===== config.mk =====
export PLATFORM = sky130hd
export DESIGN_NAME = quadrature_position_velocity_unit
export DESIGN_NICKNAME = d
export VERILOG_FILES = /design/src/hdl/qpv_pkg.sv /design/src/hdl/qpv_front.sv /design/src/hdl/qpv_div.sv /design/src/hdl/qpv_back.sv /design/src/hdl/quadrature_position_velocity_unit.sv
export VERILOG_INCLUDE_DIRS = /design/src /design/src/hdl
export SDC_FILE = /design/constraint.sdc
export NUM_CORES = 1
export LEC_CHECK = 0
export BUFFER_PORTS_ARGS = -buffer_cell sky130_fd_sc_hd__buf_4
export CAP_MARGIN = 20
export CORE_MARGIN = 1
export CORE_UTILIZATION = 64
export CTS_BUF_LIST = sky130_fd_sc_hd__clkbuf_4 sky130_fd_sc_hd__clkbuf_8
export DETAILED_ROUTE_END_ITERATION = 6
export MAX_ROUTING_LAYER = met4
export PLACE_DENSITY = 0.83
export SLEW_MARGIN = 25
export SYNTH_ARGS = -nofsm -noshare
export SYNTH_HDL_FRONTEND = slang
export SYNTH_SLANG_ARGS = --single-unit

===== constraint.sdc =====
create_clock -name clk_i -period 6.8 [get_ports clk_i]
set_input_delay 0.68 -clock clk_i [delete_from_list [all_inputs] [get_ports clk_i]]
set_output_delay 0.68 -clock clk_i [all_outputs]
set_load 0.01 [all_outputs]

===== src/hdl/quadrature_position_velocity_unit_macros.svh =====
// assertion macros for the quadrature position and velocity unit
// used by the top level only, no other dependencies
`ifndef QUADRATURE_POSITION_VELOCITY_UNIT_MACROS_SVH
`define QUADRATURE_POSITION_VELOCITY_UNIT_MACROS_SVH

// condition must hold whenever the antecedent holds
`define QPV_ASSERT_IMPLIES(lbl, clk, rst_n, ante, cons) \
  lbl: assert property (@(posedge clk) disable iff (!rst_n) (ante) |-> (cons)) \
    else $error("qpv: implication check failed");

// condition must hold in the cycle after the antecedent
`define QPV_ASSERT_NEXT(lbl, clk, rst_n, ante, cons) \
  lbl: assert property (@(posedge clk) disable iff (!rst_n) (ante) |=> (cons)) \
    else $error("qpv: next-cycle check failed");

`endif


===== src/hdl/qpv_pkg.sv =====
// shared types, constants and the 4x step table of the quadrature unit
// no dependencies
`default_nettype none

package qpv_pkg;

  localparam int PosW     = 32;               // position, velocity, acceleration width
  localparam int TimeW    = 32;               // millisecond time width
  localparam int DtW      = 16;               // elapsed time kept as signed 16 bits
  localparam int DenW     = DtW - 1;          // positive elapsed time magnitude
  localparam int QDepth   = 2;                // item queue between front and back
  localparam int QIdxW    = $clog2(QDepth);
  localparam int QCntW    = $clog2(QDepth + 1);
  localparam int DivSteps = PosW;             // one quotient bit per cycle
  localparam int DivCntW  = $clog2(DivSteps);

  typedef enum logic {
    OP_PIN    = 1'b0,
    OP_UPDATE = 1'b1
  } op_e;

  // classified item as it travels through the queue
  typedef struct packed {
    op_e              op;
    logic [1:0]       pins;    // {b, a}
    logic [TimeW-1:0] time_ms;
  } item_t;

  // request to the shared divider: sign, dividend magnitude, divisor
  typedef struct packed {
    logic            neg;
    logic [PosW-1:0] mag;
    logic [DenW-1:0] den;
  } div_req_t;

  // signed step for the transition {prev, now}
  function automatic logic signed [1:0] step_of(input logic [3:0] idx);
    logic signed [1:0] s;
    case (idx)
      4'd1, 4'd7, 4'd8, 4'd14: s = -2'sd1;
      4'd2, 4'd4, 4'd11, 4'd13: s = 2'sd1;
      default:                  s = 2'sd0;
    endcase
    return s;
  endfunction

endpackage

`default_nettype wire


===== src/hdl/qpv_front.sv =====
// front end: accepts items, classifies them and holds them in a short queue
// depends on qpv_pkg
`default_nettype none

module qpv_front import qpv_pkg::*; (
  input  wire logic             clk_i,
  input  wire logic             rst_ni,
  input  wire logic             push,
  output logic                  full,
  input  wire logic             cmd_i,
  input  wire logic             pin_a_i,
  input  wire logic             pin_b_i,
  input  wire logic [TimeW-1:0] time_ms_i,
  output logic                  item_valid_o,
  input  wire logic             item_ready_i,
  output item_t                 item_o
);

  item_t            mem_q [QDepth];
  logic [QIdxW-1:0] wr_ptr_q, rd_ptr_q;
  logic [QCntW-1:0] cnt_q;
  logic             wr_en, rd_en;
  item_t            item_in;

  // classify: pin samples drop the time, updates drop the pins
  always_comb begin
    item_in = '0;
    if (cmd_i) begin
      item_in.op      = OP_UPDATE;
      item_in.time_ms = time_ms_i;
    end else begin
      item_in.op   = OP_PIN;
      item_in.pins = {pin_b_i, pin_a_i};
    end
  end

  assign full         = (cnt_q == QCntW'(QDepth));
  assign wr_en        = push && !full;
  assign item_valid_o = (cnt_q != '0);
  assign rd_en        = item_valid_o && item_ready_i;
  assign item_o       = mem_q[rd_ptr_q];

  // queue storage
  always_ff @(posedge clk_i) begin
    if (wr_en) begin
      mem_q[wr_ptr_q] <= item_in;
    end
  end

  // queue pointers and fill count
  always_ff @(posedge clk_i or negedge rst_ni) begin
    if (!rst_ni) begin
      wr_ptr_q <= '0;
      rd_ptr_q <= '0;
      cnt_q    <= '0;
    end else begin
      if (wr_en) begin
        wr_ptr_q <= (wr_ptr_q == QIdxW'(QDepth - 1)) ? '0 : wr_ptr_q + 1'b1;
      end
      if (rd_en) begin
        rd_ptr_q <= (rd_ptr_q == QIdxW'(QDepth - 1)) ? '0 : rd_ptr_q + 1'b1;
      end
      if (wr_en && !rd_en) begin
        cnt_q <= cnt_q + 1'b1;
      end else if (rd_en && !wr_en) begin
        cnt_q <= cnt_q - 1'b1;
      end
    end
  end

endmodule

`default_nettype wire


===== src/hdl/qpv_div.sv =====
// shared restoring divider, one quotient bit per cycle, truncates toward zero
// depends on qpv_pkg
`default_nettype none

module qpv_div import qpv_pkg::*; (
  input  wire logic      clk_i,
  input  wire logic      rst_ni,
  input  wire logic      start_i,
  input  div_req_t       req_i,
  output logic           busy_o,
  output logic           done_o,
  output logic [PosW-1:0] quo_o
);

  logic               busy_q, done_q, neg_q;
  logic [DivCntW-1:0] cnt_q;
  logic [DenW-1:0]    den_q, rem_q;
  logic [PosW-1:0]    dvd_q;
  logic [DenW:0]      trial;
  logic               ge;

  // trial subtract of the next dividend bit
  assign trial = {rem_q, dvd_q[PosW-1]};
  assign ge    = (trial >= {1'b0, den_q});

  always_ff @(posedge clk_i or negedge rst_ni) begin
    if (!rst_ni) begin
      busy_q <= 1'b0;
      done_q <= 1'b0;
      neg_q  <= 1'b0;
      cnt_q  <= '0;
      den_q  <= '0;
      rem_q  <= '0;
      dvd_q  <= '0;
    end else begin
      done_q <= 1'b0;
      if (start_i && !busy_q) begin
        busy_q <= 1'b1;
        neg_q  <= req_i.neg;
        den_q  <= req_i.den;
        dvd_q  <= req_i.mag;
        rem_q  <= '0;
        cnt_q  <= DivCntW'(DivSteps - 1);
      end else if (busy_q) begin
        rem_q <= ge ? DenW'(trial - {1'b0, den_q}) : trial[DenW-1:0];
        dvd_q <= {dvd_q[PosW-2:0], ge};
        cnt_q <= cnt_q - 1'b1;
        if (cnt_q == '0) begin
          busy_q <= 1'b0;
          done_q <= 1'b1;
        end
      end
    end
  end

  assign busy_o = busy_q;
  assign done_o = done_q;
  assign quo_o  = neg_q ? (~dvd_q + 1'b1) : dvd_q;

endmodule

`default_nettype wire


===== src/hdl/qpv_back.sv =====
// back end: position count, update sequencer around the divider, result register
// depends on qpv_pkg
`default_nettype none

module qpv_back import qpv_pkg::*; (
  input  wire logic             clk_i,
  input  wire logic             rst_ni,
  input  wire logic             item_valid_i,
  output logic                  item_ready_o,
  input  item_t                 item_i,
  output logic                  div_start_o,
  output div_req_t              div_req_o,
  input  wire logic             div_done_i,
  input  wire logic [PosW-1:0]  div_quo_i,
  output logic                  empty,
  input  wire logic             pop,
  output logic signed [PosW-1:0] position_o,
  output logic signed [PosW-1:0] velocity_o,
  output logic signed [PosW-1:0] acceleration_o
);

  typedef enum logic [1:0] {
    ST_IDLE,
    ST_SPEED,
    ST_ACCEL_GO,
    ST_ACCEL
  } state_e;

  state_e           state_q, state_d;
  logic [1:0]       prev_pins_q, prev_pins_d;
  logic [PosW-1:0]  count_q, count_d, cnt_upd_q, cnt_upd_d;
  logic [TimeW-1:0] t_upd_q, t_upd_d, t_new_q, t_new_d;
  logic [PosW-1:0]  speed_q, speed_d, prev_speed_q, prev_speed_d, accel_q, accel_d;
  logic [DenW-1:0]  den_q, den_d;
  logic             out_valid_q, out_valid_d;
  logic [PosW-1:0]  out_pos_q, out_pos_d, out_vel_q, out_vel_d, out_acc_q, out_acc_d;

  logic             fire;
  logic [PosW-1:0]  change;
  logic [TimeW-1:0] elapsed;
  logic [DtW-1:0]   dt;
  logic [PosW-1:0]  abs_speed, abs_prev;
  logic [PosW:0]    diff;
  logic [PosW:0]    diff_mag;
  logic signed [1:0] step;

  assign item_ready_o = (state_q == ST_IDLE) && (!out_valid_q || pop);
  assign fire         = item_valid_i && item_ready_o;

  // update arithmetic
  assign change    = count_q - cnt_upd_q;
  assign elapsed   = item_i.time_ms - t_upd_q;
  assign dt        = elapsed[DtW-1:0];
  assign abs_speed = speed_q[PosW-1] ? (~speed_q + 1'b1) : speed_q;
  assign abs_prev  = prev_speed_q[PosW-1] ? (~prev_speed_q + 1'b1) : prev_speed_q;
  assign diff      = {1'b0, abs_speed} - {1'b0, abs_prev};
  assign diff_mag  = diff[PosW] ? (~diff + 1'b1) : diff;
  assign step      = step_of({prev_pins_q, item_i.pins});

  // sequencer next state
  always_comb begin
    state_d      = state_q;
    prev_pins_d  = prev_pins_q;
    count_d      = count_q;
    cnt_upd_d    = cnt_upd_q;
    t_upd_d      = t_upd_q;
    t_new_d      = t_new_q;
    speed_d      = speed_q;
    prev_speed_d = prev_speed_q;
    accel_d      = accel_q;
    den_d        = den_q;
    out_valid_d  = out_valid_q && !pop;
    out_pos_d    = out_pos_q;
    out_vel_d    = out_vel_q;
    out_acc_d    = out_acc_q;
    div_start_o  = 1'b0;
    div_req_o    = '0;

    unique case (state_q)
      ST_IDLE: begin
        if (fire) begin
          if (item_i.op == OP_PIN) begin
            if (item_i.pins != prev_pins_q) begin
              count_d     = count_q + {{(PosW-2){step[1]}}, step};
              prev_pins_d = item_i.pins;
            end
            out_valid_d = 1'b1;
            out_pos_d   = count_d;
            out_vel_d   = speed_q;
            out_acc_d   = accel_q;
          end else begin
            cnt_upd_d = count_q;
            if (dt != '0 && !dt[DtW-1]) begin
              den_d         = dt[DenW-1:0];
              t_new_d       = item_i.time_ms;
              div_start_o   = 1'b1;
              div_req_o.neg = change[PosW-1];
              div_req_o.mag = change[PosW-1] ? (~change + 1'b1) : change;
              div_req_o.den = dt[DenW-1:0];
              state_d       = ST_SPEED;
            end else begin
              out_valid_d = 1'b1;
              out_pos_d   = count_q;
              out_vel_d   = speed_q;
              out_acc_d   = accel_q;
            end
          end
        end
      end
      ST_SPEED: begin
        if (div_done_i) begin
          speed_d = div_quo_i;
          state_d = ST_ACCEL_GO;
        end
      end
      ST_ACCEL_GO: begin
        div_start_o   = 1'b1;
        div_req_o.neg = diff[PosW];
        div_req_o.mag = diff_mag[PosW-1:0];
        div_req_o.den = den_q;
        state_d       = ST_ACCEL;
      end
      ST_ACCEL: begin
        if (div_done_i) begin
          accel_d      = div_quo_i;
          prev_speed_d = speed_q;
          t_upd_d      = t_new_q;
          out_valid_d  = 1'b1;
          out_pos_d    = count_q;
          out_vel_d    = speed_q;
          out_acc_d    = div_quo_i;
          state_d      = ST_IDLE;
        end
      end
      default: state_d = ST_IDLE;
    endcase
  end

  // state and registered outputs
  always_ff @(posedge clk_i or negedge rst_ni) begin
    if (!rst_ni) begin
      state_q      <= ST_IDLE;
      prev_pins_q  <= '0;
      count_q      <= '0;
      cnt_upd_q    <= '0;
      t_upd_q      <= '0;
      t_new_q      <= '0;
      speed_q      <= '0;
      prev_speed_q <= '0;
      accel_q      <= '0;
      den_q        <= '0;
      out_valid_q  <= 1'b0;
      out_pos_q    <= '0;
      out_vel_q    <= '0;
      out_acc_q    <= '0;
    end else begin
      state_q      <= state_d;
      prev_pins_q  <= prev_pins_d;
      count_q      <= count_d;
      cnt_upd_q    <= cnt_upd_d;
      t_upd_q      <= t_upd_d;
      t_new_q      <= t_new_d;
      speed_q      <= speed_d;
      prev_speed_q <= prev_speed_d;
      accel_q      <= accel_d;
      den_q        <= den_d;
      out_valid_q  <= out_valid_d;
      out_pos_q    <= out_pos_d;
      out_vel_q    <= out_vel_d;
      out_acc_q    <= out_acc_d;
    end
  end

  assign empty          = !out_valid_q;
  assign position_o     = out_pos_q;
  assign velocity_o     = out_vel_q;
  assign acceleration_o = out_acc_q;

endmodule

`default_nettype wire


===== src/hdl/quadrature_position_velocity_unit.sv =====
// Quadrature position counter with velocity and acceleration estimate.
// Input side is a queue: drive cmd_i, pin_a_i, pin_b_i, time_ms_i and raise
// push; the word is taken at a clock edge where push is high and full is low.
// cmd_i low is a pin sample (4x decode into a wrapping 32-bit count), cmd_i
// high is an update event that recomputes velocity and acceleration when the
// elapsed time, as signed 16 bits, is positive.
// Result side is a queue: while empty is low, position_o, velocity_o and
// acceleration_o hold the oldest result word; it is taken on a clock edge
// with pop high. Every input word yields exactly one result word.
// A pin sample or an update with non-positive elapsed time reaches the result
// ports through the two-entry queue and the result register; a full update
// makes two passes through the shared divider (one quotient bit per cycle)
// plus handoff. Pin samples sustain one word per cycle while pop stays high.
// A two-entry queue decouples the input from the execution, so words keep
// coming in while a result waits; when pop stays low the result register
// holds, execution stalls and full rises once the queue is taken up.
// Reset (rst_ni low, asynchronous) clears the count, velocity, acceleration,
// stored pin state and update reference, and empties both queues.
// depends on qpv_pkg, qpv_front, qpv_div, qpv_back and the macros header
`default_nettype none

`include "quadrature_position_velocity_unit_macros.svh"

module quadrature_position_velocity_unit import qpv_pkg::*; (
  input  wire logic              clk_i,
  input  wire logic              rst_ni,
  input  wire logic              push,
  output logic                   full,
  input  wire logic              cmd_i,
  input  wire logic              pin_a_i,
  input  wire logic              pin_b_i,
  input  wire logic [TimeW-1:0]  time_ms_i,
  output logic                   empty,
  input  wire logic              pop,
  output logic signed [PosW-1:0] position_o,
  output logic signed [PosW-1:0] velocity_o,
  output logic signed [PosW-1:0] acceleration_o
);

  logic            item_valid, item_ready;
  item_t           item;
  logic            div_start, div_busy, div_done;
  div_req_t        div_req;
  logic [PosW-1:0] div_quo;

  // accept and classify
  qpv_front u_front (
    .clk_i        (clk_i),
    .rst_ni       (rst_ni),
    .push         (push),
    .full         (full),
    .cmd_i        (cmd_i),
    .pin_a_i      (pin_a_i),
    .pin_b_i      (pin_b_i),
    .time_ms_i    (time_ms_i),
    .item_valid_o (item_valid),
    .item_ready_i (item_ready),
    .item_o       (item)
  );

  // shared divider
  qpv_div u_div (
    .clk_i   (clk_i),
    .rst_ni  (rst_ni),
    .start_i (div_start),
    .req_i   (div_req),
    .busy_o  (div_busy),
    .done_o  (div_done),
    .quo_o   (div_quo)
  );

  // execute and hold results
  qpv_back u_back (
    .clk_i          (clk_i),
    .rst_ni         (rst_ni),
    .item_valid_i   (item_valid),
    .item_ready_o   (item_ready),
    .item_i         (item),
    .div_start_o    (div_start),
    .div_req_o      (div_req),
    .div_done_i     (div_done),
    .div_quo_i      (div_quo),
    .empty          (empty),
    .pop            (pop),
    .position_o     (position_o),
    .velocity_o     (velocity_o),
    .acceleration_o (acceleration_o)
  );

  // divider is only started when it is free
  `QPV_ASSERT_IMPLIES(a_div_start_free, clk_i, rst_ni, div_start, !div_busy)
  // no result word waits while a division runs
  `QPV_ASSERT_IMPLIES(a_div_busy_empty, clk_i, rst_ni, div_busy, empty)
  // a new word is never taken during a division
  `QPV_ASSERT_IMPLIES(a_no_take_busy, clk_i, rst_ni, item_valid && item_ready, !div_busy)
  // a divider start is followed by a running division
  `QPV_ASSERT_NEXT(a_div_runs, clk_i, rst_ni, div_start, div_busy)

endmodule

`default_nettype wire

==> results.sh, run 1 <==
export IMPL_detailroute_via_count=23300
export IMPL_timing_rr_end="u_div.dvd_q[29]$_DFFE_PN0P_"
export IMPL_synth_async_reset_ratio=0.910
export IMPL_dominant_cells_by_area_after_synthesis="sky130_fd_sc_hd__dfrtp_1 (35%), sky130_fd_sc_hd__ha_1 (6.3%), sky130_fd_sc_hd__o21ai_0 (5.7%)"
export IMPL_layout_worst_path_cycle_share=0.935
export IMPL_antenna_violating_nets_post_route=0
export IMPL_syn_avg_cell_area_um2=9.11
export IMPL_post_dp_hpwl_mm=52.6
export IMPL_yosys_mux_area_fraction=0.0720
export IMPL_violations_in_the_final_reports="DRC"
export IMPL_grt_pass1_wl_mm=116
export IMPL_setup_tns_ps=0
export IMPL_grt_start_max_net_pins=128
export IMPL_synth_edf_count=38
export IMPL_result_of_the_run="finished, violations left"
export IMPL_slew_limit_headroom=0.359
export IMPL_area_delta_synth_final_pct=10.8
export IMPL_yosysUniqueCellTypes=98
export IMPL_pin_count=137
export IMPL_layout_common_cells="sky130_fd_sc_hd__dfrtp_1 (381), sky130_fd_sc_hd__nand2_1 (377), sky130_fd_sc_hd__o21ai_0 (312)"
export IMPL_period_needed_ps=6360
export IMPL_synth_area_leader_cell="sky130_fd_sc_hd__dfrtp_1"
export IMPL_ys_seq_area_frac=0.387
export IMPL_maxSlewViolCount=0
export IMPL_critical_path_n_buffers_inverters=1
export IMPL_die_outline_height_um=210
export IMPL_clock_insertion_delay_worst_skew_ps=650
export IMPL_floorplan_die_area_mm2=0.0440
export IMPL_critical_path_startpoint_type="flip-flop"
export IMPL_highest_delay_cell_along_the_critical_path="sky130_fd_sc_hd__or4_1"
export IMPL_drtIter0Drc=2173
export IMPL_layout_nets=3292
export IMPL_worstPathRequired_ps=7280
export IMPL_drt_first_pass_iters=7
export IMPL_yosys_area_top_type_share=0.346
export IMPL_cap_violations=0
export IMPL_cts_sinks=420
export IMPL_worstSetupEndpoint="u_div.dvd_q[29]$_DFFE_PN0P_"
export IMPL_yosys_area_share_xor_xnor=0.0741
export IMPL_crit_chain="inv_1 -> ha_1 -> nor2b_1 -> nand2_1 -> or4_1 -> or3_1 -> or4_1 -> nand2_1 -> xnor2_1 -> ha_1 -> a21oi_1 -> o21ai_0 -> or2_2 -> or3_1 -> and3_1 -> nor4b_2 -> nand4_1 -> mux2i_1 -> a311oi_1 -> a32oi_1"
export IMPL_antenna_found_initial=2
export IMPL_path_depth=20
export IMPL_hold_buffers=0
export IMPL_final_gp_congestion=0.955
export IMPL_initial_core_util=0.653
export IMPL_gr_total_overflow=0
export IMPL_r2r_slack_ps=440
export IMPL_cts_root_buf="sky130_fd_sc_hd__clkbuf_8"
export IMPL_clock_fmax_mhz=157
export IMPL_dieWidth_um=210
export IMPL_finalCoreUtilization=0.724
export IMPL_post_synth_instance_area_mm2=0.0276
export IMPL_rsz0062_at_grt="false"
export IMPL_first_global_vias=22700
export IMPL_tritoncts="done"
export IMPL_syn_nets=3220
export IMPL_setup_viol_count_final=0
export IMPL_worstSetupPathType="reg2reg"
export IMPL_detail_route_wirelength_mm=71.6
export IMPL_worstHoldPathType="in2async"
export IMPL_post_route_drc_count=4
export IMPL_clkTransAtPathRegs_ps=70
export IMPL_synthFlopType="sky130_fd_sc_hd__dfrtp_1"
export IMPL_synth_yosys_warnings=0
export IMPL_combinational_family_with_the_most_area_after_synthesis="compound AO/OA/AOI/OAI gates"
export IMPL_design_core_area_mm2=0.0423
export IMPL_synth_compound_area_share=0.209
export IMPL_ff2ff_path_depth=20
export IMPL_synth_seq_cells=420
export IMPL_mostFrequentLayoutCell="sky130_fd_sc_hd__dfrtp_1"
export IMPL_cell_count_after_synthesis=3036
export IMPL_timing_critical_path_max_delay_family="simple AND/OR/NAND/NOR gates"
export IMPL_crit_path_max_incr_delay_ps=550
export IMPL_avgViaCountPerCell=6.24
export IMPL_rows=75
export IMPL_finalHoldViolations=0
export IMPL_tightestPinTransition_ps=962
export IMPL_critPathLaunch="u_back.speed_q[0]$_DFFE_PN0P_"
export IMPL_timing_critical_path_fanout_max=9
export IMPL_regToRegStartpoint="u_back.speed_q[0]$_DFFE_PN0P_"
export IMPL_ctsLongestPathBuffers=3
export IMPL_synth_fa_ha_area_frac=0.0670
export IMPL_cts_htree_levels=3
export IMPL_critical_path_endpoint_type="flip-flop"
export IMPL_grt_total_usage=0.338
export IMPL_drive_gt1_frac=0.151
export IMPL_cts_made_buffers=73
export IMPL_finalClockSkew_ps=25.2
export IMPL_placement_io_buffers=120
export IMPL_wl_per_cell_um=19.1
export IMPL_yosys_area_share_simple=0.151
export IMPL_arrival_ps=6840
logic make-up (layout without fill, tap and decap cells):
family,count (synthesis),after routing
and+or+nand+nor,867,867
xor gates and xnor gates,234,234
AOI/OAI and AO/OA,907,907
muxes,181,181
other,0,1
adders and majority gates,145,145
buffers and inverters,282,409
DFF,420,420
timing repair:
item	CTS	global route
endpoints found under the setup margin	0	17
setup buffers	0	0
gates resized for setup	0	4
through the flow:
stage / hold slack (ps) / instance area [µm²] / setup slack, ps / instances
floorplan: 384 / 27600 / 1050 / 3036
global placement: 457 / 29000 / 554 / 3609
detailed placement: 463 / 29000 / 399 / 3609
CTS: 121 / 30600 / 345 / 3739
global route: 156 / 30600 / 41.1 / 3741
finish: 87.8 / 30600 / 445 / 3741
metal layers:
layer	track usage	up-vias	routed length, µm
met5	-	-	0
met4	0.163	0	3470
met3	0.0485	189	3990
met2	0.535	792	33900
met1	0.428	11200	30200
li1	-	11200	-
worst register-to-register path: cells and delay by family (launching register included):
kind	cells	cell delay (ps)
and+or+nand+nor	11	3550
AOI/OAI and AO/OA	4	1210
adders and majority gates	2	630
DFF	1	380
muxes	1	180
buffers and inverters	1	170
xor gates and xnor gates	1	70
cells in the mapped netlist (all sizes together), types with 8 or more instances:
| library cell | count |
|---|---|
| and2 | 38 |
| a31oi | 24 |
| a21oi | 187 |
| xnor2 | 129 |
| and3 | 19 |
| nor2b | 22 |
| a221oi | 17 |
| o31ai | 42 |
| o21ai | 317 |
| inv | 125 |
| nor2 | 153 |
| o211ai | 33 |
| nand2 | 378 |
| or4 | 23 |
| a2bb2oi | 18 |
| nor4 | 20 |
| o41ai | 17 |
| mux2i | 47 |
| buf | 25 |
| a211oi | 26 |
| or2 | 15 |
| a2111oi | 8 |
| xor2 | 105 |
| nand2b | 24 |
| mux2 | 133 |
| o21a | 34 |
| a22oi | 12 |
| a21o | 52 |
| nor3 | 41 |
| o21bai | 16 |
| nand3 | 39 |
| edfxtp | 38 |
| clkbuf | 129 |
| or3 | 28 |
| dfrtp | 382 |
| ha | 140 |
| nand4 | 30 |
cell type report:
class | instances | area, µm²
Inverter | 126 | 473
Clock buffer | 115 | 1430
Clock inverter | 15 | 174
Sequential cell | 420 | 10700
Fill cell | 3094 | 11700
Timing Repair Buffer | 153 | 1190
Antenna cell | 1 | 2.50
Multi-Input combinational cell | 2334 | 15900
Tap cell | 577 | 722
flip-flops by register name (all words and copies together) (netlist names), 2 cells and up:
signal / count
u_back.count_q: 32
u_back.prev_speed_q: 32
u_div.dvd_q: 32
u_div.rem_q: 15
u_back.t_new_q: 16
u_back.position_o: 32
u_back.accel_q: 32
u_back.cnt_upd_q: 32
u_div.cnt_q: 5
u_back.state_q: 2
u_back.acceleration_o: 32
u_front.cnt_q: 2
u_back.t_upd_q: 16
u_back.den_q: 15
u_back.prev_pins_q: 2
u_back.speed_q: 32
u_div.den_q: 15
u_front.mem_q: 38
u_back.velocity_o: 32
worst min path at each step:
stage	from	end	slack, ps	cells after the start
floorplan	rst_ni	u_back.accel_q[0]$_DFFE_PN0P_	380	0
global placement	u_back.accel_q[19]$_DFFE_PN0P_	u_back.accel_q[19]$_DFFE_PN0P_	460	2
detailed placement	u_back.den_q[12]$_DFFE_PN0P_	u_back.den_q[12]$_DFFE_PN0P_	460	2
CTS	rst_ni	u_back.acceleration_o[14]$_DFFE_PN0P_	120	1
global route	rst_ni	u_back.acceleration_o[13]$_DFFE_PN0P_	160	1
finish	rst_ni	u_back.acceleration_o[13]$_DFFE_PN0P_	90	1
Power of run 1 is not shown: default switching activity piles up to over one toggle a cycle in this logic, so the estimate is an artifact.
==> run 2, diff against run 1 <==
--- a/config.mk
+++ b/config.mk
@@ -6,14 +6,15 @@
 export SDC_FILE = /design/constraint.sdc
 export NUM_CORES = 1
 export LEC_CHECK = 0
+export ABC_AREA = 1
 export BUFFER_PORTS_ARGS = -buffer_cell sky130_fd_sc_hd__buf_4
 export CAP_MARGIN = 20
 export CORE_MARGIN = 1
-export CORE_UTILIZATION = 64
+export CORE_UTILIZATION = 65
 export CTS_BUF_LIST = sky130_fd_sc_hd__clkbuf_4 sky130_fd_sc_hd__clkbuf_8
 export DETAILED_ROUTE_END_ITERATION = 6
 export MAX_ROUTING_LAYER = met4
-export PLACE_DENSITY = 0.83
+export PLACE_DENSITY = 0.84
 export SLEW_MARGIN = 25
 export SYNTH_ARGS = -nofsm -noshare
 export SYNTH_HDL_FRONTEND = slang
==> run 2 against run 1 <==
  * Final cell count rose by 30%
  * First-iteration DRC count rose by 6.4%
  * The flow now finishes without violations
  * Core utilization rose by 0.48 points
  * Setup slack improved by 790 ps
  * Highest routed layer unchanged
  * Sequential share of layout area fell by 1.1 points
  * Largest cell class unchanged
==> results.sh, run 2 <==
export IMPL_worstPathRequired_ps=7320
export IMPL_worstSetupPathType="reg2reg"
export IMPL_area_delta_synth_final_pct=9.75
export IMPL_largest_register_ff_count=38
export IMPL_synth_area_leader_cell="sky130_fd_sc_hd__dfrtp_1"
export IMPL_finalHoldViolations=0
export IMPL_grt_pass1_wl_mm=129
export IMPL_post_route_drc_count=0
export IMPL_finalClockSkew_ps=37.7
export IMPL_result_of_the_run="finished, final reports clean"
export IMPL_avgViaCountPerCell=5.56
export IMPL_timing_critical_path_fanout_max=40
export IMPL_most_frequent_cells_after_synthesis="sky130_fd_sc_hd__nand2_1 (1,308), sky130_fd_sc_hd__inv_1 (563), sky130_fd_sc_hd__o21ai_0 (400), sky130_fd_sc_hd__dfrtp_1 (382), sky130_fd_sc_hd__nor2_1 (319)"
export IMPL_dieWidth_um=212
export IMPL_drt_first_pass_iters=6
export IMPL_clock_insertion_delay_worst_skew_ps=670
export IMPL_antenna_found_initial=1
export IMPL_hold_path_end="u_front.mem_q[1][8]$_DFFE_PP_"
export IMPL_initial_core_util=0.664
export IMPL_synthMostInstantiatedCell="sky130_fd_sc_hd__nand2_1"
export IMPL_dominant_cells_by_area_after_synthesis="sky130_fd_sc_hd__dfrtp_1 (33%), sky130_fd_sc_hd__nand2_1 (17%), sky130_fd_sc_hd__inv_1 (7.3%)"
export IMPL_synth_edf_count=38
export IMPL_cts_made_buffers=73
export IMPL_tightestPinTransition_ps=1010
export IMPL_max_flop_register="u_front.mem_q"
export IMPL_cap_violations=0
export IMPL_timing_final_ws_setup_ps=1230
export IMPL_grt_start_max_net_pins=167
export IMPL_drive_gt1_frac=0.0751
export IMPL_first_global_vias=25300
export IMPL_rsz0062_at_grt="false"
export IMPL_highest_delay_cell_along_the_critical_path="sky130_fd_sc_hd__dfrtp_1"
export IMPL_clkTransAtPathRegs_ps=60
export IMPL_timing_rr_end="u_div.dvd_q[6]$_DFFE_PN0P_"
export IMPL_slew_limit_headroom=0.321
export IMPL_layout_common_cells="sky130_fd_sc_hd__nand2_1 (1,305), sky130_fd_sc_hd__inv_1 (562), sky130_fd_sc_hd__o21ai_0 (400)"
export IMPL_setup_viol_count_final=0
export IMPL_die_outline_height_um=212
export IMPL_rows=76
export IMPL_cts_root_buf="sky130_fd_sc_hd__clkbuf_8"
export IMPL_r2r_slack_ps=1230
export IMPL_regToRegStartpoint="u_back.speed_q[0]$_DFFE_PN0P_"
export IMPL_critical_path_endpoint_type="flip-flop"
export IMPL_gr_total_overflow=0
export IMPL_post_dp_hpwl_mm=59.9
export IMPL_critPathMostFrequentCell="sky130_fd_sc_hd__nand2_1"
export IMPL_yosysUniqueCellTypes=59
export IMPL_yosys_area_top_type_share=0.332
export IMPL_arrival_ps=6090
export IMPL_synth_seq_cells=420
export IMPL_mostFrequentLayoutCell="sky130_fd_sc_hd__nand2_1"
export IMPL_pin_count=137
export IMPL_synthFlopType="sky130_fd_sc_hd__dfrtp_1"
export IMPL_cts_sinks=420
export IMPL_syn_avg_cell_area_um2=6.95
export IMPL_syn_nets=4325
export IMPL_synth_async_reset_ratio=0.910
export IMPL_period_needed_ps=5570
export IMPL_cell_count_after_synthesis=4141
export IMPL_floorplan_die_area_mm2=0.0451
export IMPL_tritoncts="done"
export IMPL_worst_hold_path_cell_count=3
export IMPL_final_gp_congestion=0.985
export IMPL_ff2ff_path_depth=26
export IMPL_antenna_violating_nets_post_route=0
export IMPL_fillerInstances=3699
export IMPL_synth_yosys_warnings=0
export IMPL_placement_io_buffers=120
export IMPL_cts_htree_levels=3
export IMPL_ys_seq_area_frac=0.372
export IMPL_design_core_area_mm2=0.0434
export IMPL_layout_worst_path_cycle_share=0.818
export IMPL_grt_total_usage=0.375
export IMPL_worstHoldPathType="in2reg"
export IMPL_crit_path_max_incr_delay_ps=410
export IMPL_clock_fmax_mhz=180
export IMPL_detail_route_wirelength_mm=80.6
export IMPL_maxSlewViolCount=0
export IMPL_critical_path_startpoint_type="flip-flop"
export IMPL_finalCoreUtilization=0.729
export IMPL_pre_cts_ws_ps=1290
export IMPL_ctsLongestPathBuffers=3
export IMPL_post_synth_instance_area_mm2=0.0288
export IMPL_setup_tns_ps=0
export IMPL_layout_nets=4421
export IMPL_holdCritStartpoint="time_ms_i[8]"
export IMPL_drtIter0Drc=2313
export IMPL_detailroute_via_count=27100
export IMPL_wl_per_cell_um=16.5
run 2: layer usage:
layer,wire [µm],part of all wire,vias to the layer above,global-route usage
met5,0,0,-,-
met4,4520,0.056,0,0.207
met3,4720,0.059,216,0.0583
met2,37800,0.47,835,0.604
met1,33500,0.42,12600,0.451
li1,-,-,13500,-
run 2: how the worst max path moves through the flow:
stage | endpoint | slack, ps | cells after the start | start
after floorplan | u_div.dvd_q[11]$_DFFE_PN0P_ | 2750 | 29 | u_back.prev_speed_q[0]$_DFFE_PN0P_
after global placement | u_div.dvd_q[6]$_DFFE_PN0P_ | 1350 | 26 | u_back.speed_q[0]$_DFFE_PN0P_
after global routing | u_div.dvd_q[6]$_DFFE_PN0P_ | 610 | 27 | u_back.speed_q[2]$_DFFE_PN0P_
final | u_div.dvd_q[6]$_DFFE_PN0P_ | 1230 | 26 | u_back.speed_q[0]$_DFFE_PN0P_
after detailed placement | u_div.dvd_q[6]$_DFFE_PN0P_ | 1290 | 26 | u_back.speed_q[0]$_DFFE_PN0P_
after CTS | u_div.dvd_q[6]$_DFFE_PN0P_ | 1260 | 26 | u_back.speed_q[0]$_DFFE_PN0P_
run 2: cell type report:
class	count	area [µm²]	share of cell area
clock buffers	102	1300	0.0413
well taps	585	732	0.0232
repair buffers	141	1100	0.0347
flip-flops and latches	420	10700	0.339
multi-input cells	3030	15400	0.488
inverters	571	2140	0.0679
clock inverters	23	194	0.00614
diodes	1	2.50	0.0000792
run 2: kinds of logic after synthesis:
logic type,after synthesis,share of synthesized area
AO/OA/AOI/OAI,736,0.138
XOR/XNOR,165,0.0502
adder cells (fa/ha/maj),145,0.0643
buffers and inverters,691,0.0939
flip-flops,420,0.372
multiplexers,1,0.000348
AND/OR/NAND/NOR,1983,0.282
run 2: what timing repair did:
action / 4_1_cts / 5_1_grt
setup buffers: 0 / 0
hold buffers: 1 / 0
endpoints found under the hold margin: 63 / 0
gates resized for setup: 0 / 0
run 2: critical path, delay by kind of cell, from the launching register on:
family | cells | cell delay [ps]
buffers and inverters | 4 | 690
AND/OR/NAND/NOR | 11 | 1980
flip-flops | 1 | 410
adder cells (fa/ha/maj) | 2 | 590
XOR/XNOR | 1 | 190
AO/OA/AOI/OAI | 8 | 1530
run 2: per-stage QoR:
stage                     cell area, µm²  hold WS (ps)  cells
after floorplan                    28800           384   4141
after global placement             30100           452   4746
after detailed placement           30100           466   4746
after CTS                          31600           256   4872
after global routing               31600           274   4873
final                              31600           302   4873
Power of run 2 is left out for the same reason.
==> run 3, diff against run 2 <==
==> constraint.sdc (replaced) <==
create_clock -name clk_i -period 5.5 [get_ports clk_i]
set_input_delay 0.55 -clock clk_i [delete_from_list [all_inputs] [get_ports clk_i]]
set_output_delay 0.55 -clock clk_i [all_outputs]
set_load 0.01 [all_outputs]
==> run 3 against run 2 <==
  * Final cell count is 0.16% higher
  * Non-clock buffer count is 10 higher
  * Sequential cell count did not move
  * Global-route usage is 0.90 points lower
  * Critical path depth decreased by 2
==> results.sh, run 3 (same netlist as run 2, synthesis figures left out) <==
export IMPL_result_of_the_run="finished, final reports clean"
export IMPL_multiInputGateArea_mm2=0.0154
export IMPL_highest_delay_cell_along_the_critical_path="sky130_fd_sc_hd__o21ai_0"
export IMPL_cts_made_buffers=72
export IMPL_antenna_found_initial=2
export IMPL_regToRegStartpoint="u_front.rd_ptr_q$_DFFE_PN0P_"
export IMPL_cts_root_buf="sky130_fd_sc_hd__clkbuf_8"
export IMPL_wl_per_cell_um=16.3
export IMPL_critical_path_startpoint_type="flip-flop"
export IMPL_path_depth=24
export IMPL_fillerInstances=3637
export IMPL_mostFrequentLayoutCell="sky130_fd_sc_hd__nand2_1"
export IMPL_critPathLaunch="u_front.rd_ptr_q$_DFFE_PN0P_"
export IMPL_timing_critical_path_fanout_max=19
export IMPL_critical_path_n_buffers_inverters=5
export IMPL_crit_path_max_incr_delay_ps=470
export IMPL_grt_pass1_wl_mm=126
export IMPL_drt_first_pass_iters=6
export IMPL_grt_total_usage=0.366
export IMPL_rsz0062_at_grt="false"
export IMPL_drive_gt1_frac=0.0775
export IMPL_clkTransAtPathRegs_ps=70
export IMPL_max_flop_register="u_front.mem_q"
export IMPL_crit_chain="buf_4 -> o21ai_0 -> inv_1 -> ha_1 -> nand2_1 -> nand3_1 -> nand2_1 -> inv_1 -> ha_1 -> nand3_1 -> nand2_1 -> a21oi_1 -> buf_4 -> o21bai_1 -> a21boi_0 -> buf_4 -> o21ai_1 -> nand4_1 -> nand3b_1 -> nand2_1 -> nand2_1 -> o21ai_0 -> o21ai_1 -> nand2_1"
export IMPL_period_needed_ps=5010
export IMPL_grt_start_max_net_pins=132
export IMPL_dieWidth_um=212
export IMPL_critPathMostFrequentCell="sky130_fd_sc_hd__nand2_1"
export IMPL_setup_buffers_after_cts=0
export IMPL_drtIter0Drc=2195
export IMPL_clock_insertion_delay_worst_skew_ps=680
export IMPL_placement_io_buffers=120
export IMPL_critical_path_endpoint_type="flip-flop"
export IMPL_detailroute_via_count=27200
export IMPL_timing_final_ws_setup_ps=491
export IMPL_post_route_drc_count=0
export IMPL_finalClockSkew_ps=34.7
export IMPL_finalHoldViolations=0
export IMPL_worstSetupEndpoint="u_back.position_o[31]$_DFFE_PN0P_"
export IMPL_ff2ff_path_depth=24
export IMPL_floorplan_die_area_mm2=0.0451
export IMPL_antenna_violating_nets_post_route=0
export IMPL_design_core_area_mm2=0.0434
export IMPL_worstPathRequired_ps=6030
export IMPL_pre_cts_ws_ps=475
export IMPL_cts_htree_levels=3
export IMPL_slew_limit_headroom=0.275
export IMPL_maxSlewViolCount=0
export IMPL_setup_tns_ps=0
export IMPL_initial_core_util=0.664
export IMPL_ctsLongestPathBuffers=3
export IMPL_die_outline_height_um=212
export IMPL_tightestPinTransition_ps=1080
export IMPL_avgViaCountPerCell=5.58
export IMPL_cts_sinks=420
export IMPL_largest_register_ff_count=38
export IMPL_layout_common_cells="sky130_fd_sc_hd__nand2_1 (1,305), sky130_fd_sc_hd__inv_1 (562), sky130_fd_sc_hd__o21ai_0 (400)"
export IMPL_rows=76
export IMPL_tritoncts="done"
export IMPL_arrival_ps=5540
export IMPL_setup_viol_count_final=0
export IMPL_timing_critical_path_max_delay_family="compound AO/OA/AOI/OAI gates"
export IMPL_layout_worst_path_cycle_share=0.911
export IMPL_first_global_vias=25400
export IMPL_layout_nets=4430
export IMPL_worstHoldPathType="in2reg"
export IMPL_seq_area_mm2=0.0107
export IMPL_detail_route_wirelength_mm=79.6
export IMPL_cap_violations=0
export IMPL_r2r_slack_ps=490
export IMPL_gr_total_overflow=0
export IMPL_post_dp_hpwl_mm=59.8
export IMPL_timing_rr_end="u_back.position_o[31]$_DFFE_PN0P_"
export IMPL_pin_count=137
export IMPL_worstSetupPathType="reg2reg"
export IMPL_clock_fmax_mhz=200
export IMPL_final_gp_congestion=0.981
export IMPL_area_delta_synth_final_pct=10.4
-- run 3: timing repair --
item                                    in CTS  in global routing
hold buffers                                 1                  0
resized for setup                            0                  2
endpoints found under the hold margin       95                  0
endpoints found under the setup margin       0                 16
-- run 3: worst min-delay path by stage --
stage,start,end,slack (ps),depth (start not counted)
2_1_floorplan,rst_ni,u_back.accel_q[0]$_DFFE_PN0P_,250,0
3_3_place_gp,u_back.t_new_q[0]$_DFFE_PN0P_,u_back.t_upd_q[0]$_DFFE_PN0P_,460,2
3_5_place_dp,u_div.dvd_q[28]$_DFFE_PN0P_,u_div.dvd_q[28]$_DFFE_PN0P_,460,2
4_1_cts,time_ms_i[14],u_front.mem_q[1][14]$_DFFE_PP_,140,3
5_1_grt,time_ms_i[9],u_front.mem_q[1][9]$_DFFE_PP_,180,3
6_report,time_ms_i[9],u_front.mem_q[1][9]$_DFFE_PP_,180,3
-- run 3: layout make-up --
type | count | share of cell area
multi-input cells | 3030 | 0.485
flip-flops and latches | 420 | 0.337
inverters | 571 | 0.0675
clock buffers | 113 | 0.0450
repair buffers | 151 | 0.0375
well taps | 585 | 0.0230
clock inverters | 10 | 0.00500
diodes | 1 | 0.0000787
-- run 3: per-layer routing --
| metal | vias to the layer above | part of all wire | track usage | wire length, µm |
|---|---|---|---|---|
| li1 | 13500 | - | - | - |
| met1 | 12600 | 0.42 | 0.451 | 33500 |
| met2 | 895 | 0.47 | 0.591 | 37400 |
| met3 | 192 | 0.059 | 0.0517 | 4670 |
| met4 | 0 | 0.050 | 0.181 | 3990 |
| met5 | - | 0 | - | 0 |
-- run 3: stage by stage --
| stage | hold slack [ps] | util | cell area [µm²] | instances |
|---|---|---|---|---|
| finish | 181 | 0.733 | 31800 | 4881 |
| floorplan | 254 | - | 28800 | 4141 |
| detailed placement | 465 | 0.696 | 30200 | 4756 |
| global placement | 456 | 0.696 | 30200 | 4756 |
| global route | 179 | 0.733 | 31800 | 4880 |
| CTS | 139 | 0.733 | 31800 | 4880 |
-- run 3: worst register-to-register path, stage by stage, from the launching register on --
cell and delay, ps:
sky130_fd_sc_hd__dfrtp_1 390, sky130_fd_sc_hd__buf_4 220, sky130_fd_sc_hd__o21ai_0 470, sky130_fd_sc_hd__inv_1 170
sky130_fd_sc_hd__ha_1 210, sky130_fd_sc_hd__nand2_1 60, sky130_fd_sc_hd__nand3_1 80, sky130_fd_sc_hd__nand2_1 110
sky130_fd_sc_hd__inv_1 110, sky130_fd_sc_hd__ha_1 390, sky130_fd_sc_hd__nand3_1 100, sky130_fd_sc_hd__nand2_1 110
sky130_fd_sc_hd__a21oi_1 90, sky130_fd_sc_hd__buf_4 160, sky130_fd_sc_hd__o21bai_1 270, sky130_fd_sc_hd__a21boi_0 150
sky130_fd_sc_hd__buf_4 180, sky130_fd_sc_hd__o21ai_1 320, sky130_fd_sc_hd__nand4_1 240, sky130_fd_sc_hd__nand3b_1 150
sky130_fd_sc_hd__nand2_1 110, sky130_fd_sc_hd__nand2_1 80, sky130_fd_sc_hd__o21ai_0 150, sky130_fd_sc_hd__o21ai_1 470
sky130_fd_sc_hd__nand2_1 100
Power of run 3 is left out for the same reason.
